## src/sv/rsa_pkg.sv

```systemverilog
// rsa_pkg: shared types and constants for the rsa modexp block
// used by rsa_dp, rsa_ctrl and rsa_modexp_with_crt; no dependencies
package rsa_pkg;

	localparam logic [1:0] OP_ENC  = 2'd0;
	localparam logic [1:0] OP_DEC  = 2'd1;
	localparam logic [1:0] OP_CRT  = 2'd2;
	localparam logic [1:0] OP_RSVD = 2'd3;

	localparam logic [1:0] ST_OK      = 2'd0;
	localparam logic [1:0] ST_RANGE   = 2'd1;
	localparam logic [1:0] ST_BAD_CFG = 2'd2;

	localparam logic [2:0] REG_PUB = 3'd0;
	localparam logic [2:0] REG_PRV = 3'd1;
	localparam logic [2:0] REG_MOD = 3'd2;
	localparam logic [2:0] REG_P   = 3'd3;
	localparam logic [2:0] REG_Q   = 3'd4;

	typedef struct packed {
		logic [1:0]  operation;
		logic [31:0] value;
	} in_item_t;

	typedef struct packed {
		logic [31:0] result;
		logic [1:0]  status;
	} out_item_t;

	// restoring divider command/status
	typedef struct packed {
		logic        start;
		logic [63:0] dividend;
		logic [31:0] divisor;
	} div_cmd_t;

	typedef struct packed {
		logic        done;
		logic [63:0] quotient;
		logic [31:0] remainder;
	} div_sts_t;

endpackage

```

## src/sv/rsa_dp.sv

```systemverilog
// rsa_dp: shared restoring divider, one quotient bit a cycle
// depends on rsa_pkg
module rsa_dp (
	input  logic              clk,
	input  logic              arst_n,
	input  rsa_pkg::div_cmd_t cmd,
	output rsa_pkg::div_sts_t sts
);

	logic [63:0] quo_q;
	logic [32:0] rem_q;
	logic [31:0] dsr_q;
	logic [6:0]  cnt_q;
	logic        busy_q;
	logic        done_q;
	logic [32:0] shifted;
	logic [33:0] diff;

	assign shifted = {rem_q[31:0], quo_q[63]};
	assign diff    = {1'b0, shifted} - {2'b00, dsr_q};

	always_ff @(posedge clk or negedge arst_n) begin
		if (!arst_n) begin
			busy_q <= 1'b0;
			done_q <= 1'b0;
			cnt_q  <= '0;
		end else begin
			done_q <= 1'b0;
			if (cmd.start) begin
				busy_q <= 1'b1;
				cnt_q  <= 7'd64;
			end else if (busy_q) begin
				cnt_q <= cnt_q - 7'd1;
				if (cnt_q == 7'd1) begin
					busy_q <= 1'b0;
					done_q <= 1'b1;
				end
			end
		end
	end

	always_ff @(posedge clk) begin
		if (cmd.start) begin
			quo_q <= cmd.dividend;
			rem_q <= '0;
			dsr_q <= cmd.divisor;
		end else if (busy_q) begin
			if (!diff[33]) begin
				rem_q <= diff[32:0];
				quo_q <= {quo_q[62:0], 1'b1};
			end else begin
				rem_q <= shifted;
				quo_q <= {quo_q[62:0], 1'b0};
			end
		end
	end

	assign sts.done      = done_q;
	assign sts.quotient  = quo_q;
	assign sts.remainder = rem_q[31:0];

endmodule

```

## config.mk

```make
export PLATFORM = sky130hd
export DESIGN_NAME = rsa_dp
export DESIGN_NICKNAME = d
export VERILOG_FILES = /design/src/sv/rsa_pkg.sv /design/src/sv/rsa_dp.sv
export SDC_FILE = /design/constraint.sdc
export NUM_CORES = 1
export LEC_CHECK = 0
export ABC_AREA = 1
export BUFFER_PORTS_ARGS = -buffer_cell sky130_fd_sc_hd__buf_2
export CORE_MARGIN = 8
export CORE_UTILIZATION = 40
export CTS_CLUSTER_SIZE = 20
export DETAILED_ROUTE_END_ITERATION = 16
export GPL_ROUTABILITY_DRIVEN = 0
export SYNTH_ARGS = -nofsm -noshare
export SYNTH_HDL_FRONTEND = slang
export SYNTH_SLANG_ARGS = --single-unit
```

## constraint.sdc

```tcl
create_clock -name clk -period 3 [get_ports clk]
set_clock_uncertainty 0.2 [all_clocks]
set_input_delay 0.6 -clock clk [delete_from_list [all_inputs] [get_ports clk]]
set_output_delay 0.6 -clock clk [all_outputs]
set_load 0.05 [all_outputs]
```

* Word-level counts from Yosys, hierarchy flattened
Index checks and enable logic that the tools add are counted.
Cells by class: add/sub/neg operators 2, multipliers 0, div/mod/pow operators 0, $lt $le $gt $ge 0, eq/ne operators 1, shifts and indexed selects 0, muxes and demuxes 12, bitwise gates (word level) 0, reduce and logical (&&, ||, !) cells 1
Operators by type and width (number):
- $mux W64 | 2
- $sub A33 B32 Y34 | 1
- $mux W32 | 1
- $mux W7 | 2
- $eq A7 B1 Y1 const B | 1
- $mux W1 | 7
- $sub A7 B1 Y7 const B | 1
- $reduce_bool A2 Y1 | 1
Storage, ports and cells: flip-flop bits (word level) 137, latch bits 0, RAM bits 0, memory bits (read-only) 0, word-level logic and storage cells 22, memories 0

* Longest topological paths before layout
Gate-level depths: netlist (run 1).
depth in word-level cells 4, mapped depth 17, depth with buffers taken out 16

* Worst setup path before layout (run 1)
No wires, ideal clock.
path kind input -> register, start point input port cmd[96] (netlist name), end point register quo_q[0], enable pin, setup time 0.454 ns, arrival 2.713 ns, required time 2.346 ns, slack -0.368 ns, stages 3, path buffers 1, path through nor2_1 > inv_1 > clkbuf_1
On the way: longest elaborated chain between the ends 1
RTL lines:
- start: declaration | RTL line rsa_dp.sv:6 | input rsa_pkg::div_cmd_t cmd,
- $reduce_bool A2 Y1 (no source line)
- end signal: assignment | RTL line rsa_dp.sv:44 | quo_q <= cmd.dividend;
- end signal: assignment | RTL line rsa_dp.sv:50 | quo_q <= {quo_q[62:0], 1'b1};
- end signal: assignment | RTL line rsa_dp.sv:53 | quo_q <= {quo_q[62:0], 1'b0};
- end: declaration | RTL line rsa_dp.sv:10 | logic [63:0] quo_q;
Every way passes these cells. A chain may end at the register's enable or synchronous reset.

* Final worst setup path (run 1)
start point register quo_q[63], end point register rem_q[28]
On the way: longest elaborated chain between the ends 2
RTL lines:
- $sub A33 B32 Y34 | RTL line rsa_dp.sv:20 | assign diff = {1'b0, shifted} - {2'b00, dsr_q};
- $mux W32 | RTL line rsa_dp.sv:48 | if (!diff[33]) begin
- end signal: assignment | RTL line rsa_dp.sv:49 | rem_q <= diff[32:0];
- end signal: assignment | RTL line rsa_dp.sv:52 | rem_q <= shifted;
- end: declaration | RTL line rsa_dp.sv:11 | logic [32:0] rem_q;
Every way passes these cells.

==> metrics.md, run 1 <==
| Metric | Value |
|---|---|
| Worst hold path class | `in2reg` |
| Clk pwr share | `25.5%` |
| Initial Util | `slightly above 40%` |
| R2R Setup Slk | `around 0.37 ns` |
| Final std cells w/o fill | `between 1500 and 2000` |
| HPWL after DPL | `about 19000 um` |
| Max Root-Sink Buffers | `2` |
| Switching pwr | `between 3 and 4 mW` |
| Worst-Skew Late Latency | `around 0.43 ns` |
| Area Overhead vs Synth | `23.2%` |
| Clock Pin Slew Worst Setup and Hold Paths | `about 0.07 ns` |
| Req. time, crit path | `~3.1 ns` |
| Avg Inst Size Synth | `~7.3 um2` |
| Die ar. | `between 20000 and 30000 um2` |
| Most frequent cells in the layout | `nand2_1 (505), buf_2 (194), inv_1 (180), edfxtp_1 (96), nand3_1 (81)` |
| Sequential area share after synthesis | `between 40 and 50%` |
| Fin crit share | `approximately 90%` |
| RSZ-0062 raised after global routing | `no` |
| Leak pwr | `5.64 nW` |
| F_max | `380 MHz` |
| Root buf cell | `clkbuf_16` |
| Min-Delay Startpoint | `cmd[15]` |
| Netlist cell types | `36` |
| Die H | `~160 um` |
| WHS Path Cells | `1` |
| Synth warn | `0` |
| CP arrival | `~2.8 ns` |
| Post-Synth Adder-Cell Area | `~5.4%` |
| Post-synthesis mux area share | `0%` |
| Slew margin rel. | `60.1%` |
| Minimum clock period | `approximately 2.6 ns` |
| Worst reg2reg path startpoint | `quo_q[63]` |
| Comb pwr share | `roughly 45%` |
| Hold Fails Final Rpt | `0` |
| Core Area | `around 20000 um2` |
| Post-Synth Simple-Gate Area | `about 34%` |
| Worst R2R Path Depth | `16` |
| Global-route usage over all layers | `19.4%` |
| Hold Crit Endpoint | `dsr_q[15]` |
| Synth Cell Area | `8270 um2` |
| CP cell instances | `inv_1 > ha_1 > inv_1 > fa_1 > nand3_1 > nand3_1 > nand2_1 > nand2_1 > nand2_1 > nand2_1 > nand2_1 > nand2_1 > nand2_1 > nand3_1 > nand2_1 > nand2_1` |
| Synth Area in Compound Gates | `roughly 2.8%` |
| Post-Syn Nets | `around 1300` |
| Slowest-stage cell, CP | `fa_1` |
| Synth Instances | `approximately 1100` |
| Top-Level Pins | `approximately 200` |
| Vias per inst | `4.71` |
| DP Worst Slack | `between 0.4 and 0.5 ns` |
| Async SR Flop Fraction | `under 10%` |
| Antenna violations before repair | `4` |
| Die width | `about 160 um` |
| Register share of total power | `roughly 30%` |
| CTS sink cnt | `between 100 and 150` |
| Num rows | `52` |
| Startpoint class of the critical path | `flip-flop` |
| Drt wl/cell | `approximately 15 um` |
| Max IR drop VDD | `a little over 0.0004 V` |
| Final setup fails | `0` |
| Total CTS buffers | `17` |
| CP peak stage delay | `0.44 ns` |
| CTS tree | `built` |
| # DRC | `0` |
| Dpl cells | `1579` |
| Via Count | `between 7000 and 8000` |
| Sw frac | `44.6%` |
| Pre-antenna DRT Iters | `5` |
| Most common cell on crit path | `nand2_1` |
| Commonest non-fill, non-tap cell in the layout | `nand2_1` |
| Slew Limit Fails | `0` |
| Number of global-route vias before repair | `7635` |
| DRT antenna net count | `0` |
| Violation count after the first detailed-routing iteration | `around 480` |
| Antenna diode instance count | `0` |
| Number of synthesized flops with an enable pin | `96` |
| Setup TNS | `0 ns` |
| Setup ws final | `approximately 0.37 ns` |
| Share of cells above drive strength 1 | `19.9%` |
| Kind of critical path | `reg2reg` |
| Resized cells post-CTS | `0` |
| First-pass GRT wire length | `39600 um` |
| Worst Setup End Kind | `flip-flop` |
| DRT Wirelength | `24500 um` |
| Worst slew pin tran | `about 0.6 ns` |
| Max Fanout on Critical Path | `4` |
| Outcome | `completed` |
| Max Cap Viol | `0` |
| Largest net degree at the start of global routing | `54` |
| Worst hold slack | `between 0.1 and 0.15 ns` |
| Global route overflow | `0` |
| Post-Synth XOR/XNOR Area | `about 1.6%` |
| H-tree lvl count | `4` |
| Main combinational cell family by area after synthesis | `simple AND/OR/NAND/NOR gates` |
| Cell internal pwr | `about 4.9 mW` |
| # port buffers | `~200` |
| Ys flop type | `edfxtp_1` |
| Final #Nets | `about 1500` |
| Total power | `about 8.8 mW` |
| Synth Register Bits | `around 140` |
| RR Endpoint | `rem_q[28]` |
| PwrDens | `around 860 nW/um2` |
final cells by class:
class	count	area, um2
Clock inverter	14	176
Clock buffer	18	439
Sequential cell	137	3750
Timing Repair Buffer	208	1120
Tap cell	270	338
Inverter	188	706
Fill cell	2065	10100
Multi-Input combinational cell	777	3670
worst max path at each step:
stage | from | end | slack (ns)
final | quo_q[63] | rem_q[28] | 0.37
after global routing | quo_q[63] | rem_q[28] | 0.22
after CTS | quo_q[63] | rem_q[28] | 0.38
after detailed placement | quo_q[63] | rem_q[28] | 0.40
after global placement | quo_q[63] | rem_q[28] | 0.43
after floorplan | quo_q[63] | rem_q[16] | 0.52
cells in the mapped netlist (3+ instances only):
master,instances,area share [%]
a21oi_1,20,1.2
buf_2,3,0.18
buf_4,3,0.27
buf_6,4,0.54
clkbuf_1,20,0.91
dfrtp_1,9,2.7
dfxtp_1,32,7.7
edfxtp_1,96,35
ha_1,34,5.1
inv_1,181,8.2
inv_2,7,0.32
nand2_1,505,23
nand2_2,6,0.45
nand3_1,81,4.9
nand3b_1,15,1.4
nand4_1,11,0.83
nor2_1,50,2.3
nor3_1,4,0.24
o21ai_0,6,0.36
o21ai_1,10,0.60
xnor2_1,13,1.4
cell families (layout without fill, tap and decap cells):
group / after synthesis / after routing
AND/OR/NAND/NOR: 685 / 685
buffers and inverters: 218 / 428
flip-flops: 137 / 137
AO/OA/AOI/OAI: 42 / 42
adder cells (fa/ha/maj): 35 / 35
XOR/XNOR: 15 / 15
metal layers:
metal	GRT usage [%]	vias up	part of all wire [%]	wire length, um
li1	-	3910	-	-
met1	23.6	3386	44	10700
met2	31.6	252	46	11200
met3	7.66	34	9.0	2200
met4	4.59	8	1.3	312
met5	0	-	0.22	53
power groups by stage:
stage,Combinational (mW),Clock (mW),Sequential [mW]
floorplan,2.17,0,3.43
global placement,3.92,0,2.63
detailed placement,3.94,0,2.63
CTS,3.95,2.28,2.60
global route,4.35,2.34,2.64
finish,3.94,2.23,2.59
stage by stage:
step | util [%] | instance area, um2
global placement | 47.1 | 9570
floorplan | - | 8280
global route | 50.2 | 10200
finish | 50.2 | 10200
detailed placement | 47.1 | 9570
CTS | 50.2 | 10200
critical path, delay by kind of cell (launching register included):
kind,cells,cell delay [ns]
simple gates,12,1.19
fa+ha+maj,2,0.59
flops,1,0.39
buf+inv,2,0.18
flip-flops by register name, summed over array words and instances (netlist names):
register,flops
done_q,1
quo_q,64
busy_q,1
cnt_q,7
dsr_q,32
rem_q,32
repair_timing:
item,4_1_cts,5_1_grt
buffers inserted,0,0
hold endpoints to repair,9,0
hold buffers,1,0
Power figures use the tool's default switching activity.
==> inputs of run 2 (changes only) <==
==> constraint.sdc (replaced) <==
create_clock -name clk -period 2.9 [get_ports clk]
set_clock_uncertainty 0.2 [all_clocks]
set_input_delay 0.58 -clock clk [delete_from_list [all_inputs] [get_ports clk]]
set_output_delay 0.58 -clock clk [all_outputs]
set_load 0.05 [all_outputs]
==> metrics.md, run 2 (same netlist as run 1, synthesis figures left out) <==
| Metric | Value |
|---|---|
| WHS Path Cells | `1` |
| Startpoint class of the critical path | `flip-flop` |
| Outcome | `completed` |
| Fin crit share | `roughly nine tenths` |
| Area Overhead vs Synth | `23.4%` |
| PwrDens | `a little under 900 nW/um2` |
| Initial Util | `approximately two fifths` |
| Setup TNS | `0 ns` |
| Worst hold slack | `~0.13 ns` |
| Most frequent cells in the layout | `nand2_1 (505), buf_2 (194), inv_1 (180), edfxtp_1 (96), nand3_1 (81)` |
| Root buf cell | `clkbuf_16` |
| Antenna diode instance count | `0` |
| Top sig layer | `met5` |
| Most common cell on crit path | `nand2_1` |
| Die width | `about 160 um` |
| Final setup fails | `0` |
| Global-route usage over all layers | `roughly a fifth` |
| # DRC | `0` |
| Pre-antenna DRT Iters | `5` |
| DP Worst Slack | `about 0.34 ns` |
| # port buffers | `195` |
| Violation count after the first detailed-routing iteration | `approximately 480` |
| Vias per inst | `between 4 and 5` |
| HPWL after DPL | `18900 um` |
| Total power | `between 9 and 10 mW` |
| Max Cap Viol | `0` |
| RR Endpoint | `rem_q[28]` |
| Max Root-Sink Buffers | `2` |
| Max IR drop VDD | `about 0.00046 V` |
| Final std cells w/o fill | `about 1600` |
| Commonest non-fill, non-tap cell in the layout | `nand2_1` |
| DRT Wirelength | `between 20000 and 25000 um` |
| RSZ-0062 raised after global routing | `no` |
| Worst Setup End Kind | `flip-flop` |
| Worst slew pin tran | `between 0.5 and 0.6 ns` |
| Share of cells above drive strength 1 | `between 10% and 20%` |
| CP cell instances | `inv_1 > ha_1 > inv_1 > fa_1 > nand3_1 > nand3_1 > nand2_1 > nand2_1 > nand2_1 > nand2_1 > nand2_1 > nand2_1 > nand2_1 > nand3_1 > nand2_1 > nand2_1` |
| Hold Fails Final Rpt | `0` |
| Setup ws final | `0.290 ns` |
| Met2 WL | `between 10000 and 15000 um` |
| Min-Delay Startpoint | `cmd[21]` |
| Slew Limit Fails | `0` |
| DRT antenna net count | `0` |
| CP arrival | `~2.7 ns` |
| Met3 WL | `between 2000 and 2500 um` |
| F_max | `383 MHz` |
| Die ar. | `about 26000 um2` |
| Dpl cells | `about 1600` |
| Core Area | `20300 um2` |
| R2R Setup Slk | `approximately 0.29 ns` |
| Reg with most FFs | `quo_q` |
| Largest net degree at the start of global routing | `53` |
| Largest regs | `quo_q x64, dsr_q x32, rem_q x32` |
| CP peak stage delay | `0.43 ns` |
| Leak pwr | `5.65 nW` |
| Final #Nets | `1464` |
| Worst reg2reg path startpoint | `quo_q[63]` |
| Worst R2R Path Depth | `16` |
| CTS tree | `built` |
| Kind of critical path | `reg2reg` |
| First-pass GRT wire length | `around 39000 um` |
| # fillers | `between 2000 and 2500` |
| Number of global-route vias before repair | `between 7000 and 8000` |
| Slew margin rel. | `approximately 64%` |
| Met1 wire length | `10600 um` |
| Num rows | `52` |
| H-tree lvl count | `4` |
| Drt wl/cell | `15.2 um` |
| Max reg flops | `64` |
| Die H | `between 150 and 200 um` |
| Via Count | `roughly 7600` |
| Global route overflow | `0` |
| WP buf/inv | `2` |
| Crit path max-delay family | `simple AND/OR/NAND/NOR gates` |
| CTS sink cnt | `~140` |
| Slowest-stage cell, CP | `fa_1` |
| Postcts setup bufs | `0` |
| Worst hold path class | `in2reg` |
| Antenna violations before repair | `5` |
| Clock Pin Slew Worst Setup and Hold Paths | `approximately 0.070 ns` |
| Total CTS buffers | `17` |
| Top-Level Pins | `roughly 200` |
| Hold Crit Endpoint | `dsr_q[21]` |
| Max Fanout on Critical Path | `4` |
| Req. time, crit path | `3.03 ns` |
| Worst-Skew Late Latency | `approximately 0.43 ns` |
| Minimum clock period | `between 2 and 3 ns` |
run 2: repair_timing:
item | CTS | global route
gates resized for setup | 0 | 0
endpoints found under the hold margin | 9 | 0
endpoints found under the setup margin | 0 | 0
hold buffers | 1 | 0
run 2: worst max path at each step:
| stage | startpoint | end | cells past startpoint |
|---|---|---|---|
| after global placement | quo_q[63] | rem_q[28] | 16 |
| final | quo_q[63] | rem_q[28] | 16 |
| after CTS | quo_q[63] | rem_q[28] | 16 |
| after detailed placement | quo_q[63] | rem_q[28] | 16 |
| after floorplan | quo_q[63] | rem_q[16] | 13 |
| after global routing | quo_q[63] | rem_q[28] | 16 |
run 2: report_power, final:
group / switching, mW / leakage (nW) / internal (mW)
Sequential: 0.249 / 1.39 / 2.44
Combinational: 2.81 / 3.96 / 1.26
Clock: 0.940 / 0.300 / 1.38
Total: 4.00 / 5.65 / 5.07
run 2: final cells by class:
cell class                      count  area (um2)  share of cell area [%]
Clock buffer                       18         429                    4.20
Clock inverter                     14         186                    1.83
Inverter                          188         706                    6.91
Multi-Input combinational cell    777        3670                    35.9
Sequential cell                   137        3750                    36.7
Tap cell                          270         338                    3.31
Timing Repair Buffer              209        1140                    11.1
run 2: layer usage:
| metal | GRT usage [%] | up-vias |
|---|---|---|
| met5 | 0 | - |
| met3 | 7.92 | 36 |
| met1 | 23.0 | 3394 |
| met2 | 31.4 | 267 |
| met4 | 4.80 | 10 |
| li1 | - | 3914 |
run 2: per-stage QoR:
| stage | instance area [um2] | util, % |
|---|---|---|
| CTS | 10200 | 50.3 |
| detailed placement | 9590 | 47.2 |
| floorplan | 8280 | - |
| global route | 10200 | 50.3 |
| global placement | 9590 | 47.2 |
| finish | 10200 | 50.3 |
==> inputs of run 3 (changes only) <==
--- a/config.mk
+++ b/config.mk
@@ -8,10 +8,11 @@
 export ABC_AREA = 1
 export BUFFER_PORTS_ARGS = -buffer_cell sky130_fd_sc_hd__buf_2
 export CORE_MARGIN = 8
-export CORE_UTILIZATION = 40
+export CORE_UTILIZATION = 45
 export CTS_CLUSTER_SIZE = 20
 export DETAILED_ROUTE_END_ITERATION = 16
 export GPL_ROUTABILITY_DRIVEN = 0
+export PLACE_DENSITY = 0.69
 export SYNTH_ARGS = -nofsm -noshare
 export SYNTH_HDL_FRONTEND = slang
 export SYNTH_SLANG_ARGS = --single-unit
==> metrics.md, run 3 (same netlist as run 1, synthesis figures left out) <==
| Metric | Value |
|---|---|
| Largest net degree at the start of global routing | `72` |
| Worst slew pin tran | `between 0.5 and 0.6 ns` |
| Req. time, crit path | `between 3 and 4 ns` |
| Worst-Skew Late Latency | `about 0.43 ns` |
| Worst R2R Path Depth | `16` |
| Max IR drop VDD | `between 0.0005 and 0.0006 V` |
| Kind of critical path | `reg2reg` |
| Reg with most FFs | `quo_q` |
| PwrDens | `between 800 and 900 nW/um2` |
| Outcome | `completed` |
| Met3 WL | `~2400 um` |
| Cell internal pwr | `4.81 mW` |
| # port buffers | `195` |
| WP buf/inv | `2` |
| Setup TNS | `0 ns` |
| Met1 wire length | `slightly below 10000 um` |
| Share of cells above drive strength 1 | `roughly 20%` |
| Postcts setup bufs | `0` |
| CP cell instances | `inv_1 > ha_1 > inv_1 > fa_1 > nand3_1 > nand3_1 > nand2_1 > nand2_1 > nand2_1 > nand2_1 > nand2_1 > nand2_1 > nand2_1 > nand3_1 > nand2_1 > nand2_1` |
| Hold Fails Final Rpt | `0` |
| Max Fanout on Critical Path | `4` |
| H-tree lvl count | `4` |
| Pre-antenna DRT Iters | `5` |
| Commonest non-fill, non-tap cell in the layout | `nand2_1` |
| Sw frac | `between 40% and 50%` |
| WHS Path Cells | `1` |
| Max Cap Viol | `0` |
| Vias per inst | `roughly 4.9` |
| Area Overhead vs Synth | `22.0%` |
| Final setup fails | `0` |
| Min-Delay Startpoint | `cmd[14]` |
| RSZ-0062 raised after global routing | `no` |
| Worst reg2reg path startpoint | `quo_q[63]` |
| Root buf cell | `clkbuf_16` |
| Storage element area | `between 3000 and 4000 um2` |
| First-pass GRT wire length | `38200 um` |
| Top sig layer | `met5` |
| Most frequent cells in the layout | `nand2_1 (505), buf_2 (194), inv_1 (180), edfxtp_1 (96), nand3_1 (81)` |
| Max reg flops | `between 60 and 70` |
| F_max | `between 300 and 400 MHz` |
| Slew margin rel. | `65.0%` |
| RR Endpoint | `rem_q[28]` |
| Fin crit share | `91.4%` |
| Slew Limit Fails | `0` |
| Die H | `between 150 and 200 um` |
| Die width | `152 um` |
| Switching pwr | `just over 4 mW` |
| Worst Setup End Kind | `flip-flop` |
| HPWL after DPL | `between 15000 and 20000 um` |
| Multi-input gate area | `roughly 3700 um2` |
| DRT Wirelength | `approximately 24000 um` |
| # DRC | `0` |
| Minimum clock period | `between 2 and 3 ns` |
| Global-route usage over all layers | `between 20% and 30%` |
| Global route overflow | `0` |
| Most common cell on crit path | `nand2_1` |
| Resized cells post-CTS | `0` |
| Comb pwr share | `46.1%` |
| CP peak stage delay | `~0.43 ns` |
| CTS sink cnt | `137` |
| # fillers | `1760` |
| Total power | `slightly below 9 mW` |
| Largest regs | `quo_q x64, dsr_q x32, rem_q x32` |
| Via Count | `~7700` |
| Final Core Density | `56.0%` |
| Leak pwr | `5.61 nW` |
| Num rows | `49` |
| Worst hold path class | `in2reg` |
| Top-Level Pins | `approximately 200` |
| Drt wl/cell | `around 15 um` |
| Met2 WL | `11000 um` |
| Violation count after the first detailed-routing iteration | `468` |
| Total CTS buffers | `17` |
| Hold Crit Endpoint | `dsr_q[14]` |
| Number of global-route vias before repair | `just under 8000` |
| Final #Nets | `1463` |
| DRT antenna net count | `0` |
| Max Root-Sink Buffers | `2` |
| R2R Setup Slk | `roughly 0.25 ns` |
| CP arrival | `between 2 and 3 ns` |
| Register share of total power | `30.3%` |
| Antenna violations before repair | `3` |
| CTS tree | `built` |
| Crit path max-delay family | `simple AND/OR/NAND/NOR gates` |
| Startpoint class of the critical path | `flip-flop` |
| Cts hold-fix bufs | `1` |
| Core Area | `approximately 18000 um2` |
| Slowest-stage cell, CP | `fa_1` |
| Clock Pin Slew Worst Setup and Hold Paths | `about 0.070 ns` |
| Die ar. | `between 20000 and 25000 um2` |
| Clk pwr share | `23.6%` |
| Initial Util | `a little under half` |
run 3: power by group through the flow:
stage	combinational [mW]	clock, mW	sequential, mW
after global routing	4.52	2.20	2.73
after floorplan	2.25	0	3.55
after detailed placement	4.04	0	2.71
final	4.07	2.09	2.68
after CTS	4.07	2.12	2.68
after global placement	4.01	0	2.71
run 3: cell type report:
type | instances | area share (%)
flip-flops and latches | 137 | 37.1
multi-input cells | 777 | 36.3
repair buffers | 208 | 11.2
inverters | 188 | 6.99
clock buffers | 18 | 4.25
well taps | 229 | 2.84
clock inverters | 14 | 1.26
diodes | 1 | 0.0248
run 3: worst max-delay path by stage:
stage                         start        end  slack, ns  cells past startpoint
after CTS                 quo_q[63]  rem_q[28]       0.26                     16
final                     quo_q[63]  rem_q[28]       0.25                     16
after global routing      quo_q[63]  rem_q[28]      0.004                     16
after floorplan           quo_q[63]  rem_q[16]       0.42                     13
after global placement    quo_q[63]  rem_q[28]       0.33                     16
after detailed placement  quo_q[63]  rem_q[28]       0.30                     16
run 3: routing by layer:
layer	vias up	track usage [%]
li1	3918	-
met1	3409	25.2
met4	6	7.20
met2	304	35.1
met5	-	0
met3	42	7.63
run 3: per-stage QoR:
step	std cells	hold slack (ns)	setup WS, ns	cell area (um2)
floorplan	1132	0.0844	0.418	8280
global route	1571	0.115	0.00425	10100
CTS	1571	0.115	0.262	10100
detailed placement	1538	0.249	0.304	9520
global placement	1538	0.240	0.325	9520
finish	1572	0.127	0.250	10100
